--- src/rtl/core/tmpds_pkg.sv ---
package tmpds_pkg;

  // Sample framing
  localparam int SAMPLES_PER_AXIS = 5;
  localparam int SAMPLE_W         = 10;
  localparam int POS_W            = $clog2(SAMPLES_PER_AXIS);
  localparam int RANK_W           = $clog2(SAMPLES_PER_AXIS);
  localparam int MED_RANK         = SAMPLES_PER_AXIS / 2;
  localparam int BUF_DEPTH        = SAMPLES_PER_AXIS - 1;

  // Calibration arithmetic
  localparam int SCALE_W = 16;
  localparam int OFF_W   = 16;
  localparam int FRAC_W  = 14;
  localparam int PROD_W  = SAMPLE_W + SCALE_W;
  localparam int ACC_W   = 32;

  // Queue between front and back
  localparam int QUEUE_DEPTH = 2;
  localparam int QPTR_W      = (QUEUE_DEPTH > 1) ? $clog2(QUEUE_DEPTH) : 1;
  localparam int QCNT_W      = $clog2(QUEUE_DEPTH + 1);

  // Configuration port
  localparam int CFG_IDX_W  = 3;
  localparam int CFG_DATA_W = 16;

  typedef enum logic [CFG_IDX_W-1:0] {
    CFG_X_SCALE     = 3'd0,
    CFG_Y_SCALE     = 3'd1,
    CFG_X_OFFSET    = 3'd2,
    CFG_Y_OFFSET    = 3'd3,
    CFG_X_THRESHOLD = 3'd4,
    CFG_Y_THRESHOLD = 3'd5,
    CFG_PANEL_WIDTH = 3'd6
  } cfg_reg_t;

  // Reset values of the calibration registers
  localparam logic [SCALE_W-1:0]         RST_X_SCALE     = 16'd6407;
  localparam logic [SCALE_W-1:0]         RST_Y_SCALE     = 16'd4935;
  localparam logic signed [OFF_W-1:0]    RST_X_OFFSET    = 16'sd44;
  localparam logic signed [OFF_W-1:0]    RST_Y_OFFSET    = 16'sd40;
  localparam logic [SAMPLE_W-1:0]        RST_X_THRESHOLD = 10'd70;
  localparam logic [SAMPLE_W-1:0]        RST_Y_THRESHOLD = 10'd120;
  localparam logic [SAMPLE_W-1:0]        RST_PANEL_WIDTH = 10'd320;

  typedef struct packed {
    logic [SCALE_W-1:0]      x_scale;
    logic [SCALE_W-1:0]      y_scale;
    logic signed [OFF_W-1:0] x_offset;
    logic signed [OFF_W-1:0] y_offset;
    logic [SAMPLE_W-1:0]     x_threshold;
    logic [SAMPLE_W-1:0]     y_threshold;
    logic [SAMPLE_W-1:0]     panel_width;
  } cfg_t;

  // One finished set: both medians
  typedef struct packed {
    logic [SAMPLE_W-1:0] x_med;
    logic [SAMPLE_W-1:0] y_med;
  } job_t;

  typedef struct packed {
    logic full;
    logic not_empty;
  } q_stat_t;

endpackage

--- src/rtl/core/tmpds_in_if.sv ---
interface tmpds_in_if import tmpds_pkg::*; ();
  logic                valid;
  logic                ready;
  logic [SAMPLE_W-1:0] sample;
  logic                start_req;

  modport source(output valid, sample, start_req, input ready);
  modport sink(input valid, sample, start_req, output ready);
endinterface

--- src/rtl/core/tmpds_out_if.sv ---
interface tmpds_out_if import tmpds_pkg::*; ();
  logic                valid;
  logic                ready;
  logic                pressed;
  logic [SAMPLE_W-1:0] x_pos;
  logic [SAMPLE_W-1:0] y_pos;

  modport source(output valid, pressed, x_pos, y_pos, input ready);
  modport sink(input valid, pressed, x_pos, y_pos, output ready);
endinterface

--- src/rtl/core/touch_median_pen_detect_scaler.sv ---
// Resistive touch filter: takes one ADC sample per beat, five X samples and
// then five Y samples per set (start_req restarts a set at X sample 0), and
// after the tenth sample gives one result with the pen-down flag and both
// calibrated positions. While the queue has room a sample is taken every
// cycle; each set thus costs ten input beats and yields one output beat.
// The median of each group is found by a combinational ranking network on
// the incoming sample plus the four stored ones. Finished sets wait in a
// two-entry queue, and the back end registers the gain multiply and then
// the offset, mirror and clamp. Input stalls only when two finished sets
// are queued behind a blocked output. Calibration registers are written
// via cfg_we/cfg_index/cfg_wdata; the user must write them only while no
// set is in flight (not enforced by the block). Unknown indexes are ignored.
module touch_median_pen_detect_scaler import tmpds_pkg::*; (
  input  logic                  clk,
  input  logic                  rst_n,
  tmpds_in_if.sink              in_ch,
  tmpds_out_if.source           out_ch,
  input  logic                  cfg_we,
  input  logic [CFG_IDX_W-1:0]  cfg_index,
  input  logic [CFG_DATA_W-1:0] cfg_wdata
);

  cfg_t    cfg_r;
  q_stat_t q_stat;
  logic    push, pop;
  job_t    push_job, pop_job;

  // Calibration register file.
  always_ff @(posedge clk) begin
    if (!rst_n) begin
      cfg_r.x_scale     <= RST_X_SCALE;
      cfg_r.y_scale     <= RST_Y_SCALE;
      cfg_r.x_offset    <= RST_X_OFFSET;
      cfg_r.y_offset    <= RST_Y_OFFSET;
      cfg_r.x_threshold <= RST_X_THRESHOLD;
      cfg_r.y_threshold <= RST_Y_THRESHOLD;
      cfg_r.panel_width <= RST_PANEL_WIDTH;
    end else if (cfg_we) begin
      unique case (cfg_reg_t'(cfg_index))
        CFG_X_SCALE:     cfg_r.x_scale     <= cfg_wdata[SCALE_W-1:0];
        CFG_Y_SCALE:     cfg_r.y_scale     <= cfg_wdata[SCALE_W-1:0];
        CFG_X_OFFSET:    cfg_r.x_offset    <= signed'(cfg_wdata[OFF_W-1:0]);
        CFG_Y_OFFSET:    cfg_r.y_offset    <= signed'(cfg_wdata[OFF_W-1:0]);
        CFG_X_THRESHOLD: cfg_r.x_threshold <= cfg_wdata[SAMPLE_W-1:0];
        CFG_Y_THRESHOLD: cfg_r.y_threshold <= cfg_wdata[SAMPLE_W-1:0];
        CFG_PANEL_WIDTH: cfg_r.panel_width <= cfg_wdata[SAMPLE_W-1:0];
        default: begin
        end
      endcase
    end
  end

  tmpds_front u_front (
    .clk      (clk),
    .rst_n    (rst_n),
    .in_ch    (in_ch),
    .q_stat   (q_stat),
    .push     (push),
    .push_job (push_job)
  );

  tmpds_queue u_queue (
    .clk      (clk),
    .rst_n    (rst_n),
    .push     (push),
    .push_job (push_job),
    .pop      (pop),
    .pop_job  (pop_job),
    .q_stat   (q_stat)
  );

  tmpds_back u_back (
    .clk     (clk),
    .rst_n   (rst_n),
    .cfg     (cfg_r),
    .q_stat  (q_stat),
    .pop_job (pop_job),
    .pop     (pop),
    .out_ch  (out_ch)
  );

endmodule

--- src/rtl/core/tmpds_front.sv ---
module tmpds_front import tmpds_pkg::*; (
  input  logic         clk,
  input  logic         rst_n,
  tmpds_in_if.sink     in_ch,
  input  q_stat_t      q_stat,
  output logic         push,
  output job_t         push_job
);

  logic [POS_W-1:0]    pos_r, pos_nxt;
  logic                axis_r, axis_nxt;
  logic [SAMPLE_W-1:0] x_med_r;
  logic [SAMPLE_W-1:0] buf_r [BUF_DEPTH];

  logic                accept;
  logic [POS_W-1:0]    eff_pos;
  logic                eff_axis;
  logic                group_done;
  logic [SAMPLE_W-1:0] vals [SAMPLES_PER_AXIS];
  logic [RANK_W-1:0]   rank [SAMPLES_PER_AXIS];
  logic [SAMPLE_W-1:0] median;

  // A beat is taken whenever the queue has room for a finished set.
  assign in_ch.ready = !q_stat.full;
  assign accept      = in_ch.valid && in_ch.ready;

  // A start request makes this beat the first X sample.
  assign eff_pos    = in_ch.start_req ? '0 : pos_r;
  assign eff_axis   = in_ch.start_req ? 1'b0 : axis_r;
  assign group_done = (eff_pos == POS_W'(SAMPLES_PER_AXIS - 1));

  // The group is the stored samples plus the one arriving now.
  always_comb begin
    for (int k = 0; k < BUF_DEPTH; k++) begin
      vals[k] = buf_r[k];
    end
    vals[SAMPLES_PER_AXIS-1] = in_ch.sample;
  end

  // Rank each sample by counting smaller ones; equal values are ordered by
  // position, so exactly one sample carries the middle rank.
  always_comb begin
    median = '0;
    for (int i = 0; i < SAMPLES_PER_AXIS; i++) begin
      rank[i] = '0;
      for (int j = 0; j < SAMPLES_PER_AXIS; j++) begin
        if ((vals[j] < vals[i]) || ((vals[j] == vals[i]) && (j < i))) begin
          rank[i] = rank[i] + RANK_W'(1);
        end
      end
      if (rank[i] == RANK_W'(MED_RANK)) begin
        median = median | vals[i];
      end
    end
  end

  // Position in the set after this beat.
  always_comb begin
    pos_nxt  = pos_r;
    axis_nxt = axis_r;
    if (accept) begin
      if (group_done) begin
        pos_nxt  = '0;
        axis_nxt = !eff_axis;
      end else begin
        pos_nxt  = eff_pos + POS_W'(1);
        axis_nxt = eff_axis;
      end
    end
  end

  always_ff @(posedge clk) begin
    if (!rst_n) begin
      pos_r   <= '0;
      axis_r  <= 1'b0;
      x_med_r <= '0;
    end else begin
      pos_r  <= pos_nxt;
      axis_r <= axis_nxt;
      if (accept && group_done && !eff_axis) begin
        x_med_r <= median;
      end
    end
  end

  // Sample store; the last sample of a group is never stored.
  always_ff @(posedge clk) begin
    for (int k = 0; k < BUF_DEPTH; k++) begin
      if (accept && (eff_pos == POS_W'(k))) begin
        buf_r[k] <= in_ch.sample;
      end
    end
  end

  // The last Y sample hands the set to the back end.
  assign push           = accept && group_done && eff_axis;
  assign push_job.x_med = x_med_r;
  assign push_job.y_med = median;

endmodule

--- src/rtl/core/tmpds_queue.sv ---
module tmpds_queue import tmpds_pkg::*; (
  input  logic    clk,
  input  logic    rst_n,
  input  logic    push,
  input  job_t    push_job,
  input  logic    pop,
  output job_t    pop_job,
  output q_stat_t q_stat
);

  job_t              mem_r [QUEUE_DEPTH];
  logic [QPTR_W-1:0] wr_ptr_r, rd_ptr_r;
  logic [QCNT_W-1:0] cnt_r;

  function automatic logic [QPTR_W-1:0] next_ptr(input logic [QPTR_W-1:0] p);
    logic [QPTR_W-1:0] n;
    if (p == QPTR_W'(QUEUE_DEPTH - 1)) begin
      n = '0;
    end else begin
      n = p + QPTR_W'(1);
    end
    return n;
  endfunction

  // Pointers and fill count.
  always_ff @(posedge clk) begin
    if (!rst_n) begin
      wr_ptr_r <= '0;
      rd_ptr_r <= '0;
      cnt_r    <= '0;
    end else begin
      if (push) begin
        wr_ptr_r <= next_ptr(wr_ptr_r);
      end
      if (pop) begin
        rd_ptr_r <= next_ptr(rd_ptr_r);
      end
      if (push && !pop) begin
        cnt_r <= cnt_r + QCNT_W'(1);
      end else if (pop && !push) begin
        cnt_r <= cnt_r - QCNT_W'(1);
      end
    end
  end

  // Entry storage.
  always_ff @(posedge clk) begin
    if (push) begin
      mem_r[wr_ptr_r] <= push_job;
    end
  end

  assign pop_job          = mem_r[rd_ptr_r];
  assign q_stat.full      = (cnt_r == QCNT_W'(QUEUE_DEPTH));
  assign q_stat.not_empty = (cnt_r != '0);

  a_no_push_full: assert property (@(posedge clk) disable iff (!rst_n)
    push |-> (cnt_r < QCNT_W'(QUEUE_DEPTH)))
    else $error("queue written while full");

  a_no_pop_empty: assert property (@(posedge clk) disable iff (!rst_n)
    pop |-> (cnt_r != '0))
    else $error("queue read while empty");

endmodule

--- src/rtl/core/tmpds_back.sv ---
module tmpds_back import tmpds_pkg::*; (
  input  logic       clk,
  input  logic       rst_n,
  input  cfg_t       cfg,
  input  q_stat_t    q_stat,
  input  job_t       pop_job,
  output logic       pop,
  tmpds_out_if.source out_ch
);

  logic                s1_valid_r;
  logic                s1_pressed_r;
  logic [PROD_W-1:0]   px_r, py_r;
  logic                out_valid_r;
  logic                out_pressed_r;
  logic [SAMPLE_W-1:0] out_x_r, out_y_r;

  logic                out_load;
  logic                s1_ready;
  logic signed [ACC_W-1:0] vx, vy;
  logic signed [ACC_W-1:0] x_off_q, y_off_q;

  // Negative gives zero; otherwise drop the fraction and saturate.
  function automatic logic [SAMPLE_W-1:0] clamp_q(input logic signed [ACC_W-1:0] v);
    logic [SAMPLE_W-1:0] r;
    if (v[ACC_W-1]) begin
      r = '0;
    end else if (|v[ACC_W-2:FRAC_W+SAMPLE_W]) begin
      r = '1;
    end else begin
      r = v[FRAC_W+SAMPLE_W-1:FRAC_W];
    end
    return r;
  endfunction

  // Flow control: the output register frees when empty or taken.
  assign out_load = !out_valid_r || out_ch.ready;
  assign s1_ready = !s1_valid_r || out_load;
  assign pop      = q_stat.not_empty && s1_ready;

  // Stage 1: pen detect and the two gain multiplies.
  always_ff @(posedge clk) begin
    if (!rst_n) begin
      s1_valid_r <= 1'b0;
    end else if (pop) begin
      s1_valid_r <= 1'b1;
    end else if (out_load) begin
      s1_valid_r <= 1'b0;
    end
  end

  always_ff @(posedge clk) begin
    if (pop) begin
      s1_pressed_r <= (pop_job.x_med >= cfg.x_threshold) &&
                      (pop_job.y_med >= cfg.y_threshold);
      px_r <= PROD_W'(pop_job.x_med) * PROD_W'(cfg.x_scale);
      py_r <= PROD_W'(pop_job.y_med) * PROD_W'(cfg.y_scale);
    end
  end

  // Stage 2: offsets and mirror in Q14, then clamp.
  assign x_off_q = {{(ACC_W-OFF_W-FRAC_W){cfg.x_offset[OFF_W-1]}}, cfg.x_offset,
                    {FRAC_W{1'b0}}};
  assign y_off_q = {{(ACC_W-OFF_W-FRAC_W){cfg.y_offset[OFF_W-1]}}, cfg.y_offset,
                    {FRAC_W{1'b0}}};

  always_comb begin
    vx = signed'({{(ACC_W-SAMPLE_W-FRAC_W){1'b0}}, cfg.panel_width, {FRAC_W{1'b0}}})
         - signed'(ACC_W'(px_r)) + x_off_q;
    vy = signed'(ACC_W'(py_r)) - y_off_q;
  end

  always_ff @(posedge clk) begin
    if (!rst_n) begin
      out_valid_r <= 1'b0;
    end else if (out_load) begin
      out_valid_r <= s1_valid_r;
    end
  end

  always_ff @(posedge clk) begin
    if (out_load && s1_valid_r) begin
      out_pressed_r <= s1_pressed_r;
      out_x_r       <= s1_pressed_r ? clamp_q(vx) : '0;
      out_y_r       <= s1_pressed_r ? clamp_q(vy) : '0;
    end
  end

  assign out_ch.valid   = out_valid_r;
  assign out_ch.pressed = out_pressed_r;
  assign out_ch.x_pos   = out_x_r;
  assign out_ch.y_pos   = out_y_r;

  a_pen_up_zero: assert property (@(posedge clk) disable iff (!rst_n)
    (out_valid_r && !out_pressed_r) |-> ((out_x_r == '0) && (out_y_r == '0)))
    else $error("position reported with pen up");

  a_s1_holds: assert property (@(posedge clk) disable iff (!rst_n)
    (s1_valid_r && !out_load) |=> s1_valid_r)
    else $error("stage 1 result dropped while output stalled");

endmodule

--- src/flat_wrapper.sv ---
// flat-port wrapper written by rule: the top's interface ports become plain ports
module touch_median_pen_detect_scaler_flat import tmpds_pkg::*;
  (clk, rst_n, cfg_we, cfg_index, cfg_wdata, in_ch_valid, in_ch_sample, in_ch_start_req, in_ch_ready, out_ch_valid, out_ch_pressed, out_ch_x_pos, out_ch_y_pos, out_ch_ready);
  tmpds_in_if in_ch_i ();
  tmpds_out_if out_ch_i ();
  input  logic clk;
  input  logic rst_n;
  input  logic cfg_we;
  input  logic [CFG_IDX_W-1:0] cfg_index;
  input  logic [CFG_DATA_W-1:0] cfg_wdata;
  input wire logic [$bits(in_ch_i.valid)-1:0] in_ch_valid;
  input wire logic [$bits(in_ch_i.sample)-1:0] in_ch_sample;
  input wire logic [$bits(in_ch_i.start_req)-1:0] in_ch_start_req;
  output wire logic [$bits(in_ch_i.ready)-1:0] in_ch_ready;
  output wire logic [$bits(out_ch_i.valid)-1:0] out_ch_valid;
  output wire logic [$bits(out_ch_i.pressed)-1:0] out_ch_pressed;
  output wire logic [$bits(out_ch_i.x_pos)-1:0] out_ch_x_pos;
  output wire logic [$bits(out_ch_i.y_pos)-1:0] out_ch_y_pos;
  input wire logic [$bits(out_ch_i.ready)-1:0] out_ch_ready;
  assign in_ch_i.valid = in_ch_valid;
  assign in_ch_i.sample = in_ch_sample;
  assign in_ch_i.start_req = in_ch_start_req;
  assign in_ch_ready = in_ch_i.ready;
  assign out_ch_valid = out_ch_i.valid;
  assign out_ch_pressed = out_ch_i.pressed;
  assign out_ch_x_pos = out_ch_i.x_pos;
  assign out_ch_y_pos = out_ch_i.y_pos;
  assign out_ch_i.ready = out_ch_ready;
  touch_median_pen_detect_scaler u_core (.clk(clk), .rst_n(rst_n), .in_ch(in_ch_i), .out_ch(out_ch_i), .cfg_we(cfg_we), .cfg_index(cfg_index), .cfg_wdata(cfg_wdata));
endmodule
--- config.mk ---
export PLATFORM = sky130hd
export DESIGN_NAME = touch_median_pen_detect_scaler_flat
export DESIGN_NICKNAME = d
export VERILOG_FILES = /design/src/rtl/core/tmpds_pkg.sv /design/src/rtl/core/tmpds_in_if.sv /design/src/rtl/core/tmpds_out_if.sv /design/src/rtl/core/touch_median_pen_detect_scaler.sv /design/src/rtl/core/tmpds_front.sv /design/src/rtl/core/tmpds_queue.sv /design/src/rtl/core/tmpds_back.sv /design/src/flat_wrapper.sv
export SDC_FILE = /design/constraint.sdc
export NUM_CORES = 1
export LEC_CHECK = 0
export ABC_AREA = 0
export BUFFER_PORTS_ARGS = -buffer_cell sky130_fd_sc_hd__buf_2
export CAP_MARGIN = 10
export CELL_PAD_IN_SITES_DETAIL_PLACEMENT = 1
export CELL_PAD_IN_SITES_GLOBAL_PLACEMENT = 2
export CORE_MARGIN = 5
export CORE_UTILIZATION = 39
export CTS_BUF_LIST = sky130_fd_sc_hd__clkbuf_4 sky130_fd_sc_hd__clkbuf_8
export DETAILED_ROUTE_END_ITERATION = 8
export PLACE_DENSITY = 0.91
export RECOVER_POWER = 50
export SYNTH_ARGS = -nofsm -noshare
export SYNTH_HDL_FRONTEND = slang
export SYNTH_SLANG_ARGS = --single-unit
--- constraint.sdc ---
create_clock -name clk -period 6.4 [get_ports clk]
set_input_delay 1.28 -clock clk [delete_from_list [all_inputs] [get_ports clk]]
set_output_delay 1.28 -clock clk [all_outputs]
set_load 0.005 [all_outputs]
# ---- Word level (Yosys, flattened, before mapping)
# Memories as Yosys holds them, arrays and structs flattened. A register that Yosys moved wholly into a read port is not among the register bits.
# Cells that the tools add are included.
dict set report word_totals {
  inputBits 35
  ram_bits 80
  mem_count 2
  register_bits 188
  out_inout_bits 23
}
# memory depth word_bits read_ports rd_clocked_by_memory_dff wr line
set memory_table {}
lappend memory_table {u_core.u_front.buf_r 4 10 4 0 1 tmpds_front.sv:13} ;# logic [SAMPLE_W-1:0] buf_r [BUF_DEPTH];
lappend memory_table {u_core.u_queue.mem_r 2 20 1 1 1 tmpds_queue.sv:11} ;# job_t mem_r [QUEUE_DEPTH];
dict set report classes {
  reduce_logical 50
  mux 63
  order_cmp 27
  bitwise 5
  n_eq_ne 26
  multipliers 2
  addsub 28
}
# operator n
set op_table {}
lappend op_table {{$lt 10x10->1} 25}
lappend op_table {{$eq 10x10->1} 10}
lappend op_table {{$mux 10} 10}
lappend op_table {{$mux 3} 22}
lappend op_table {{$add 3x1->3 const B} 21}
lappend op_table {{$mul 10x16->26} 2}
lappend op_table {{$or 10x10->10} 4}
lappend op_table {{$add 27x30->31} 1}
lappend op_table {{$sub 27x30->31} 1}
lappend op_table {{$reduce_or 10->1} 3}
lappend op_table {{$eq 3x2->1 const B} 9}
lappend op_table {{$sub 24x26->27} 1}
lappend op_table {{$mux 1} 26}
lappend op_table {{$ge 10x10->1} 2}
lappend op_table {{$reduce_and 2->1} 7}
lappend op_table {{$reduce_or 7->1} 2}
lappend op_table {{$logic_and 1x1->1} 13}
lappend op_table {{$eq 3x3->1 const B} 4}
lappend op_table {{$logic_or 1x1->1} 12}
lappend op_table {{$mux 2} 5}
lappend op_table {{$eq 3x1->1 const B} 2}
lappend op_table {{$logic_not 1->1} 6}
lappend op_table {{$logic_not 3->1} 2}
lappend op_table {{$reduce_bool 2->1} 3}
lappend op_table {{other kinds (6)} 8}

# ---- Longest topological paths before layout
# Gate-level depths: netlist of run 1.
# An unclocked memory read counts as a cell.
dict set report depth {
  depth_word 21
  depth_mapped 26
}

# ---- Modules after synthesis
# A second synthesis of run 1 with hierarchy kept.
dict set report hier_totals {
  hier_cells 2464
  area_unflattened_um2 24233.2
}
# module cells_per_inst instances area_each_um2 seq_area_each_um2
set by_module_without_submodules {}
lappend by_module_without_submodules {tmpds_back 1519 1 13995.9 1841.8}
lappend by_module_without_submodules {tmpds_front 520 1 4997.3 1481.4}
lappend by_module_without_submodules {touch_median_pen_detect_scaler 341 1 3582.2 1881.8}
lappend by_module_without_submodules {tmpds_queue 84 1 1657.8 1301.2}

# ---- Least setup slack after synthesis of run 1
# OpenSTA, ideal clock, no wires.
dict set report synth_path {
  path_type {register -> register}
  startpoint {reg (tool-made name)}
  endpoint {reg u_core.u_back.px_r[25], data pin}
  setup_slack_ns 0.114
  stages_incl_launch_ff 25
  n_path_buf 4
  t_arrival_ns 6.026
  synth_period_minus_slack_ns 6.286
  t_required_ns 6.140
  cell_sequence {dfxtp_1 -> buf_4 -> clkbuf_1 -> mux2_2 -> buf_1 -> nand2_1 -> fa_1 -> inv_1 -> fa_1 -> fa_1 -> fa_1 -> inv_1 -> fa_1 -> inv_1 -> ha_1 -> clkbuf_1 -> nand2_1 -> o21ai_1 -> or3_1 -> a41oi_1 -> o31a_1 -> o311ai_1 -> a31oi_1 -> o21bai_1 -> xnor2_1}
}
# item line
set synth_lines {}
lappend synth_lines {{end signal, assigned} tmpds_back.sv:56} ;# px_r <= PROD_W'(pop_job.x_med) * PROD_W'(cfg.x_scale);
lappend synth_lines {{end, declared} tmpds_back.sv:13} ;# logic [PROD_W-1:0] px_r, py_r;

==> flow_summary.toml, run 1 <==
[floorplanning]
rows = 91
dieHeight_um = 259
die_x_um = 259
die-area_um2 = 66800
start_util_pct = 39.2
ios = 58
core-area_um2 = 61500

[power_and_ir_drop]
power_density_nw_per_um2 = 407
ir_drop_v = 0.000303
p_total_mw = 10.8
p_leak_nw = 12.3

[sta]
period_share_pct = 96.4
worst_pin_slew_ps = 2380
whs_ps = 468
finalHoldViolations = 0
relSlewSlack_pct = -58.9
final.setup_skew_ps = 33.2
min_period_ps = 6170
final_max_slew_viol_count = 140
fmax_ghz = 0.162
setup_viol = 0
fin_setup_tns_ps = 0
fin_ws_ps = 230

[global_routing]
grt_pass1_vias = 20764
antenna_found_initial = 3
grt_util_all_layers_pct = 20.2
grt_max_degree = 62
grt_pass1_wl_mm = 110
grt_overflow_total = 0

[synthesis]
synth-compound-area-share_pct = 11.8
yosysWarnings = 0
avgSynthCellArea_um2 = 9.43
synth_seq_cells = 255
synth_top_flop_cell = "edfxtp_1"
synth-seq-area-share_pct = 27.0
synth_edf_count = 140
synth_mux_area_share_pct = 1.32
synth_top_family_by_area = "adder cells"
async_reset_ff_share_pct = 0
yosys.area_share.simple_pct = 16.5
synth_area_um2 = 24100
synthAdderAreaFrac_pct = 33.9
synth_cell_type_count = 86
synth_cells = 2555
synthesis.nets = 3110
synthXorXnorAreaFrac_pct = 2.47

[layout]
fin_util_pct = 43.2
fin_nets = 3176
drive_gt1_share_pct = 8.61
area_delta_synth_final_pct = 10.1
most-common-layout-cells = "nand2_1 (401), inv_1 (352), ha_1 (299)"
final_common_cell = "nand2_1"

[clocking]
ctsHtreeMaxLevel = 2
numClockSinks = 255
cts_buffer_depth = 3
numCtsBuffers = 47
clkTransAtPathRegs_ps = 60
clk_latency_ps = 650
cts_tree = "yes"
cts_root_buf = "clkbuf_8"
postCtsHoldBufs = 0

[placed_design]
gp_congestion = 0.901
io_buffers = 57
pre_cts_slack_ps = 101
hpwlAfterDp_mm = 53.0

[worst_setup_path]
required_ps = 6780
crit_path_start_kind = "flop"
timing.critical_path.fanout_max = 20
crit_type = "flop to flop"
r2r_cells = 20
worst_ep_arrival_time_ps = 6550
critPathCaptureType = "flop"

[worst_hold_path]
hold_depth = 0
min_from = "u_core.u_front.x_med_r[1]$_SDFFE_PN0P_"
min_path_type = "flop to flop"

[detailed_routing]
route.antenna.remaining_nets = 0
drt-pass1-iter-count = 5
drt_iter0_markers = 813
vias_per_cell = 5.34
routed_wl_mm = 67.3
vias = 18436
wl_per_cell_um = 19.5
drc = 0

[run_status]
violations = "capacitance limit, slew limit"
status = "finished, violations left"

[flow_run]
drv_cap = 3
kinds of logic after synthesis:
kind of cell / count (synthesis)
xor gates and xnor gates: 68
DFF: 255
buffers and inverters: 440
and+or+nand+nor: 837
adders and majority gates: 520
muxes: 27
AOI/OAI and AO/OA: 408
stage by stage:
| step | std cells | cell area, µm² |
|---|---|---|
| floorplan | 2555 | 24100 |
| CTS | 3446 | 26500 |
| finish | 3451 | 26500 |
| global placement | 3358 | 25400 |
| detailed placement | 3358 | 25400 |
| global route | 3451 | 26500 |
cell type report:
class | count | area (µm²)
clock buffers | 67 | 860
flip-flops and latches | 255 | 6510
inverters | 353 | 1330
fillers | 7040 | 34900
repair buffers | 104 | 673
clock inverters | 21 | 250
multi-input cells | 1860 | 15900
well taps | 790 | 988
diodes | 1 | 2.50
routing by layer:
metal	vias to the layer above	global-route usage, %	part of all wire [%]	routed length (µm)
li1	8614	-	-	-
met5	-	0	0	0
met2	311	37.0	51	34100
met4	0	5.37	2.5	1670
met3	108	2.98	3.8	2570
met1	9403	25.0	43	28900
worst paths after layout:
check,end,slack [ps]
hold reg to reg,u_core.u_queue.mem_r[1][11]$_DFFE_PP_,470
setup / recovery,u_core.u_back.px_r[25]$_DFFE_PP_,230
setup reg to reg,u_core.u_back.px_r[25]$_DFFE_PP_,230
hold / removal,u_core.u_queue.mem_r[1][11]$_DFFE_PP_,470
what timing repair did:
| item | 4_1_cts | 5_1_grt |
|---|---|---|
| gates resized for setup | 0 | 6 |
| buffers inserted | 0 | 3 |
| endpoints found under the setup margin | 0 | 3 |
cell usage after synthesis, types with 12 or more instances:
cell type | number | area share [%]
ha_1 | 299 | 16
o21ai_0 | 52 | 1.1
nand4_1 | 16 | 0.42
inv_1 | 353 | 5.5
o21ai_1 | 12 | 0.25
o21a_1 | 29 | 0.90
and3_1 | 16 | 0.42
xor2_1 | 18 | 0.65
o211ai_1 | 13 | 0.41
a21oi_1 | 81 | 1.7
nand2_1 | 401 | 6.2
nand3_1 | 47 | 0.98
dfxtp_1 | 115 | 9.6
and2_1 | 167 | 4.3
xnor2_1 | 50 | 1.8
nor3_1 | 24 | 0.50
a31oi_1 | 17 | 0.44
nand2b_1 | 17 | 0.44
a22oi_1 | 12 | 0.37
mux2_2 | 21 | 0.98
edfxtp_1 | 140 | 17
clkbuf_1 | 76 | 1.2
fa_1 | 221 | 18
nor2_1 | 87 | 1.4
nor2b_1 | 19 | 0.49
a21o_1 | 54 | 1.7
a21boi_0 | 70 | 2.2
registers in the layout, indices dropped and copies added, names as in the netlist, named ones only:
register,count
u_core.u_queue.cnt_r,2
u_core.u_back.out_ch.x_pos,10
u_core.u_front.axis_r,1
u_core.u_back.py_r,12
u_core.u_back.s1_pressed_r,1
u_core.u_queue.wr_ptr_r,1
u_core.u_back.s1_valid_r,1
u_core.u_front.x_med_r,10
u_core.u_front.buf_r,40
u_core.u_queue.mem_r,40
u_core.u_back.px_r,26
u_core.cfg_r,94
u_core.u_back.out_ch.y_pos,10
u_core.u_back.out_ch.valid,1
u_core.u_back.out_ch.pressed,1
u_core.u_front.pos_r,3
u_core.u_queue.rd_ptr_r,1
power breakdown:
| group | leakage (nW) | internal (mW) | switching [mW] |
|---|---|---|---|
| logic | 9.54 | 2.84 | 3.78 |
| registers | 2.20 | 2.20 | 0.108 |
| clock network | 0.565 | 1.08 | 0.786 |
critical path, stage by stage (launching register included):
cell and delay, ps:
dfxtp_1 350, buf_12 190, mux2_2 390, and2_1 190
fa_1 510, fa_1 560, fa_1 530, fa_1 550
inv_1 60, fa_1 530, inv_1 40, ha_1 330
a21oi_1 150, o21ai_1 90, or3_1 330, a41oi_2 200
o31a_1 270, o311ai_2 160, a31oi_1 210, o21bai_1 120
xnor2_1 130
Note: power is estimated with default switching activity, not from simulation.
==> inputs of run 2 (changes only) <==
--- a/config.mk
+++ b/config.mk
@@ -11,10 +11,10 @@
 export CELL_PAD_IN_SITES_DETAIL_PLACEMENT = 1
 export CELL_PAD_IN_SITES_GLOBAL_PLACEMENT = 2
 export CORE_MARGIN = 5
-export CORE_UTILIZATION = 39
+export CORE_UTILIZATION = 43
 export CTS_BUF_LIST = sky130_fd_sc_hd__clkbuf_4 sky130_fd_sc_hd__clkbuf_8
 export DETAILED_ROUTE_END_ITERATION = 8
-export PLACE_DENSITY = 0.91
+export PLACE_DENSITY = 0.95
 export RECOVER_POWER = 50
 export SYNTH_ARGS = -nofsm -noshare
 export SYNTH_HDL_FRONTEND = slang
==> constraint.sdc (replaced) <==
create_clock -name clk -period 6.04 [get_ports clk]
set_input_delay 1.208 -clock clk [delete_from_list [all_inputs] [get_ports clk]]
set_output_delay 1.208 -clock clk [all_outputs]
set_load 0.005 [all_outputs]
==> run 2 against run 1 <==
- the run still ends with capacitance limit, slew limit left
- clock skew grew 5.6 ps
- combinational power grew 21%
- global-route usage grew 2.7 points
- critical path type unchanged
- die area shrank 8.9%
==> flow_summary.toml, run 2 (synthesis results as in run 1) <==
[worst_setup_path]
crit_top_cell = "fa_1"
r2r_cells = 22
timing.critical_path.fanout_max = 6
cp_top_family = "adder cells"
cp_slowest_cell = "fa_1"
critPathBufInv = 5
worst_ep_arrival_time_ps = 6430
crit_type = "flop to flop"
r2r_slack_ps = 6
critPathCaptureType = "flop"
crit_chain = "clkbuf_16 -> buf_12 -> mux2_4 -> nand2_1 -> fa_1 -> fa_1 -> inv_1 -> fa_1 -> fa_1 -> inv_1 -> fa_1 -> inv_1 -> ha_4 -> nand2_1 -> o21ai_2 -> or3_4 -> a41oi_2 -> o31a_1 -> o311ai_4 -> a31oi_1 -> o21bai_1 -> xnor2_1"
slowest_delay_ps = 550
required_ps = 6440
crit_path_start_kind = "flop"
r2r_end = "u_core.u_back.px_r[25]$_DFFE_PP_"

[power_and_ir_drop]
p_total_mw = 12.4
ir_drop_v = 0.000371
sequentialPowerShare_pct = 19.9
pwr-share-comb_pct = 64.6
switching_power_mw = 5.38
power_density_nw_per_um2 = 456
swShare_pct = 43.4
p_leak_nw = 12.6
p_int_mw = 7.01
clock_power_share_pct = 15.5

[global_routing]
grt_max_degree = 64
antenna_found_initial = 1
grt_pass1_wl_mm = 112
grt_overflow_total = 0
grt_pass1_vias = 21140
grt_util_all_layers_pct = 23.0

[layout]
largest_registers = "u_core.cfg_r (94), u_core.u_front.buf_r (40), u_core.u_queue.mem_r (40)"
fill_cells = 6332
stdcell_count = 3448
final_common_cell = "nand2_1"
most-common-layout-cells = "nand2_1 (398), inv_1 (348), ha_1 (283)"
largest_reg_flops = 94
regMostFlops = "u_core.cfg_r"
finalInstanceArea_um2 = 27200
drive_gt1_share_pct = 12.1
fin_nets = 3216
area_delta_synth_final_pct = 12.8
n_antenna_cell = 0

[sta]
rsz0062_at_grt = "true"
worst_pin_slew_ps = 2560
setup_viol = 0
finalHoldViolations = 0
final_max_slew_viol_count = 181
fmax_ghz = 0.166
period_share_pct = 99.9
min_period_ps = 6030
final.setup_skew_ps = 38.8
relSlewSlack_pct = -70.7

[clocking]
ctsHtreeMaxLevel = 2
clkTransAtPathRegs_ps = 70
clk_latency_ps = 650
numClockSinks = 255
postCtsHoldBufs = 0
cts_root_buf = "clkbuf_8"
cts_tree = "yes"
cts_buffer_depth = 3
numCtsBuffers = 49

[flow_run]
drv_cap = 4

[detailed_routing]
wl_per_cell_um = 20.7
routed_wl_mm = 71.4
vias = 18838
drt-pass1-iter-count = 5
drt_iter0_markers = 959
drc = 0
route.antenna.remaining_nets = 0
vias_per_cell = 5.46

[worst_hold_path]
whs_endpoint = "u_core.u_queue.mem_r[0][10]$_DFFE_PP_"
min_from = "u_core.u_front.x_med_r[0]$_SDFFE_PN0P_"
min_path_type = "flop to flop"
hold_depth = 0

[placed_design]
io_buffers = 57
hpwlAfterDp_mm = 54.7
gp_congestion = 0.898
place_area_um2 = 25400
dp.cells = 3336

[floorplanning]
die-area_um2 = 60900
die_x_um = 247
core-area_um2 = 55300
start_util_pct = 43.6
dieHeight_um = 247
ios = 58
rows = 86

[run_status]
status = "finished, violations left"
violations = "capacitance limit, slew limit"
run 2: layout make-up:
cell class              count  area, µm²  area share, %
clock inverters            13        116          0.428
flip-flops and latches    255       6510           24.0
clock buffers              77        972           3.58
inverters                 353       1330           4.88
repair buffers            142       1020           3.77
multi-input cells        1860      16300           59.9
well taps                 748        936           3.45
run 2: timing repair:
| action | in CTS | in global routing |
|---|---|---|
| pin swaps | 4 | 82 |
| endpoints found under the setup margin | 9 | 14 |
| resized for setup | 17 | 75 |
| gates cloned | 1 | 2 |
| setup buffers | 1 | 16 |
run 2: per-layer routing:
| metal | share of wire (%) | vias to the layer above | track usage (%) |
|---|---|---|---|
| li1 | - | 8693 | - |
| met1 | 41 | 9578 | 27.8 |
| met2 | 51 | 386 | 41.3 |
| met3 | 4.0 | 179 | 3.72 |
| met4 | 3.8 | 2 | 8.48 |
| met5 | 0.0098 | - | 0 |
run 2: how the worst max path moves through the flow:
stage,slack (ps),depth (start not counted),start,to
2_1_floorplan,-7,25,flop,u_core.u_back.px_r[25]$_DFFE_PP_
6_report,6,22,flop,u_core.u_back.px_r[25]$_DFFE_PP_
3_5_place_dp,-220,22,flop,u_core.u_back.px_r[25]$_DFFE_PP_
3_3_place_gp,-30,22,flop,u_core.u_back.px_r[25]$_DFFE_PP_
5_1_grt,-140,22,flop,u_core.u_back.px_r[25]$_DFFE_PP_
4_1_cts,2,22,flop,u_core.u_back.px_r[25]$_DFFE_PP_
run 2: per-stage QoR:
step / hold WS (ps) / util [%] / TNS [ps] / worst slack [ps]
final: 455 / 49.1 / 0 / 6.25
after global routing: 470 / 49.1 / -511 / -137
after CTS: 453 / 48.2 / 0 / 1.68
after detailed placement: 439 / 46.0 / -776 / -220
after global placement: 431 / 46.0 / -52.2 / -28.6
after floorplan: 420 / - / -7.21 / -7.21
run 2: power groups by stage:
stage	clock network (mW)	registers, mW	logic [mW]
after global placement	0	2.48	6.70
after global routing	2.04	2.48	9.02
after detailed placement	0	2.48	7.16
after floorplan	0	2.43	5.19
final	1.91	2.47	8.00
after CTS	1.96	2.45	7.36
==> inputs of run 3 (changes only) <==
--- a/config.mk
+++ b/config.mk
@@ -16,6 +16,7 @@
 export DETAILED_ROUTE_END_ITERATION = 8
 export PLACE_DENSITY = 0.95
 export RECOVER_POWER = 50
+export REMOVE_ABC_BUFFERS = 1
 export SYNTH_ARGS = -nofsm -noshare
 export SYNTH_HDL_FRONTEND = slang
 export SYNTH_SLANG_ARGS = --single-unit
==> run 3 against run 2 <==
- clock-buffer cell count fell by 2
- critical path type unchanged
- cell area fell by 0.35%
- highest routed layer is now met4
- register-to-register slack improved by 120 ps
- the flow now finishes without violations
- via count fell by 0.91%
- non-clock buffer count fell by 2
==> flow_summary.toml, run 3 (synthesis results as in run 1) <==
[worst_setup_path]
cp.depth = 21
r2r_cells = 21
critPathBufInv = 4
r2r_slack_ps = 130
cp_slowest_cell = "fa_1"
crit_top_cell = "fa_1"
crit_chain = "clkbuf_16 -> mux2_4 -> nand2_1 -> fa_1 -> inv_1 -> fa_1 -> fa_1 -> fa_1 -> inv_1 -> fa_1 -> inv_1 -> ha_1 -> a21o_1 -> a21o_1 -> a21o_1 -> a21o_1 -> o21ai_2 -> a21oi_2 -> a211o_1 -> a21oi_2 -> xnor2_1"
crit_path_start_kind = "flop"
r2r_end = "u_core.u_back.py_r[25]$_DFFE_PP_"
crit_type = "flop to flop"
slowest_delay_ps = 550
cp_top_family = "adder cells"
worst_ep_arrival_time_ps = 6270
required_ps = 6390
critPathCaptureType = "flop"
timing.critical_path.fanout_max = 7

[clocking]
cts_root_buf = "clkbuf_8"
clk_latency_ps = 620
numClockSinks = 255
ctsHtreeMaxLevel = 2
clkTransAtPathRegs_ps = 60
postCtsHoldBufs = 0
numCtsBuffers = 48
cts_buffer_depth = 3
cts_tree = "yes"

[power_and_ir_drop]
p_leak_nw = 12.6
power_density_nw_per_um2 = 444
ir_drop_v = 0.000407
p_total_mw = 12.0

[placed_design]
hpwlAfterDp_mm = 53.1
gp_congestion = 0.882
pre_cts_slack_ps = -95.1
io_buffers = 57

[detailed_routing]
routed_wl_mm = 68.4
vias_per_cell = 5.42
vias = 18667
wl_per_cell_um = 19.8
drc = 0
drt-pass1-iter-count = 5
route.antenna.remaining_nets = 0
drt_iter0_markers = 734

[floorplanning]
rows = 86
die-area_um2 = 60900
core-area_um2 = 55300
dieHeight_um = 247
die_x_um = 247
start_util_pct = 43.6
ios = 58

[worst_hold_path]
min_from = "u_core.cfg_r[24]$_SDFFE_PN0P_"
min_path_type = "flop to flop"
whs_endpoint = "u_core.cfg_r[24]$_SDFFE_PN0P_"
hold_depth = 2

[global_routing]
grt_pass1_wl_mm = 108
grt_pass1_vias = 20562
grt_overflow_total = 0
grt_util_all_layers_pct = 22.1
antenna_found_initial = 1
grt_max_degree = 71

[layout]
area_delta_synth_final_pct = 12.4
largest_reg_flops = 94
regMostFlops = "u_core.cfg_r"
drive_gt1_share_pct = 11.8
fin_nets = 3215
most-common-layout-cells = "nand2_1 (396), inv_1 (350), ha_1 (288)"
largest_registers = "u_core.cfg_r (94), u_core.u_front.buf_r (40), u_core.u_queue.mem_r (40)"
fill_cells = 6319
final_common_cell = "nand2_1"

[sta]
final.setup_skew_ps = 28.9
fmax_ghz = 0.169
setup_viol = 0
fin_setup_tns_ps = 0
finalHoldViolations = 0
min_period_ps = 5910
final_max_slew_viol_count = 0
relSlewSlack_pct = 17.6
worst_pin_slew_ps = 1230
period_share_pct = 97.9
fin_ws_ps = 129

[flow_run]
drv_cap = 0

[run_status]
status = "completed"
## run 3: cell count changes in the layout (fill, tap and decap cells not counted), sizes merged
cell / before / now
clkinvlp: 3 / 0
buf: 126 / 127
bufinv: 1 / 4
mux2: 22 / 24
clkinv: 6 / 8
clkbuf: 93 / 88
diode: 0 / 2
inv: 356 / 352
## run 3: cell type report
cell class	instances	area (µm²)	share of cell area, %
clock inverter	11	158	0.582
sequential	255	6510	24.1
tap	748	936	3.46
antenna	2	5.00	0.0185
timing repair buffer	140	976	3.61
multi-input combinational	1862	16200	60.0
clock buffer	75	913	3.37
inverter	353	1330	4.90
## run 3: worst max path at each step
stage	from	end	slack (ps)
global placement	flop	u_core.u_back.px_r[25]$_DFFE_PP_	40
finish	flop	u_core.u_back.py_r[25]$_DFFE_PP_	130
detailed placement	flop	u_core.u_back.px_r[25]$_DFFE_PP_	-100
floorplan	flop	u_core.u_back.px_r[25]$_DFFE_PP_	-70
global route	flop	u_core.u_back.px_r[25]$_DFFE_PP_	-140
CTS	flop	u_core.u_back.px_r[25]$_DFFE_PP_	10
## run 3: metrics by stage
stage / util (%) / cells / cell area [µm²] / hold slack, ps
2_1_floorplan: - / 2468 / 23700 / 420
3_3_place_gp: 46.0 / 3334 / 25400 / 430
3_5_place_dp: 46.0 / 3334 / 25400 / 458
4_1_cts: 48.0 / 3420 / 26500 / 461
5_1_grt: 48.9 / 3445 / 27100 / 482
6_report: 48.9 / 3446 / 27100 / 467
## run 3: power by group
part	internal (mW)	switching, mW	leakage, nW
combinational	3.44	4.22	9.80
sequential	2.34	0.119	2.21
clock	1.13	0.781	0.572
total	6.90	5.12	12.6
## run 3: tightest hold or removal path, stage by stage (launching register included)
cell and delay [ps]:
dfxtp_1 300, nand2_1 50, a21boi_0 60
## run 3: timing repair
action	4_1_cts	5_1_grt
gates resized for setup	8	72
endpoints found under the setup margin	4	14
pin swaps	2	52
setup buffers	0	20
gates cloned	0	4
## run 3: layer usage
layer	global-route usage, %	up-vias	routed length (µm)
met5	0	-	0
met4	7.09	0	2210
met3	2.91	133	2750
met2	40.0	368	34700
met1	27.2	9481	28700
li1	-	8685	-
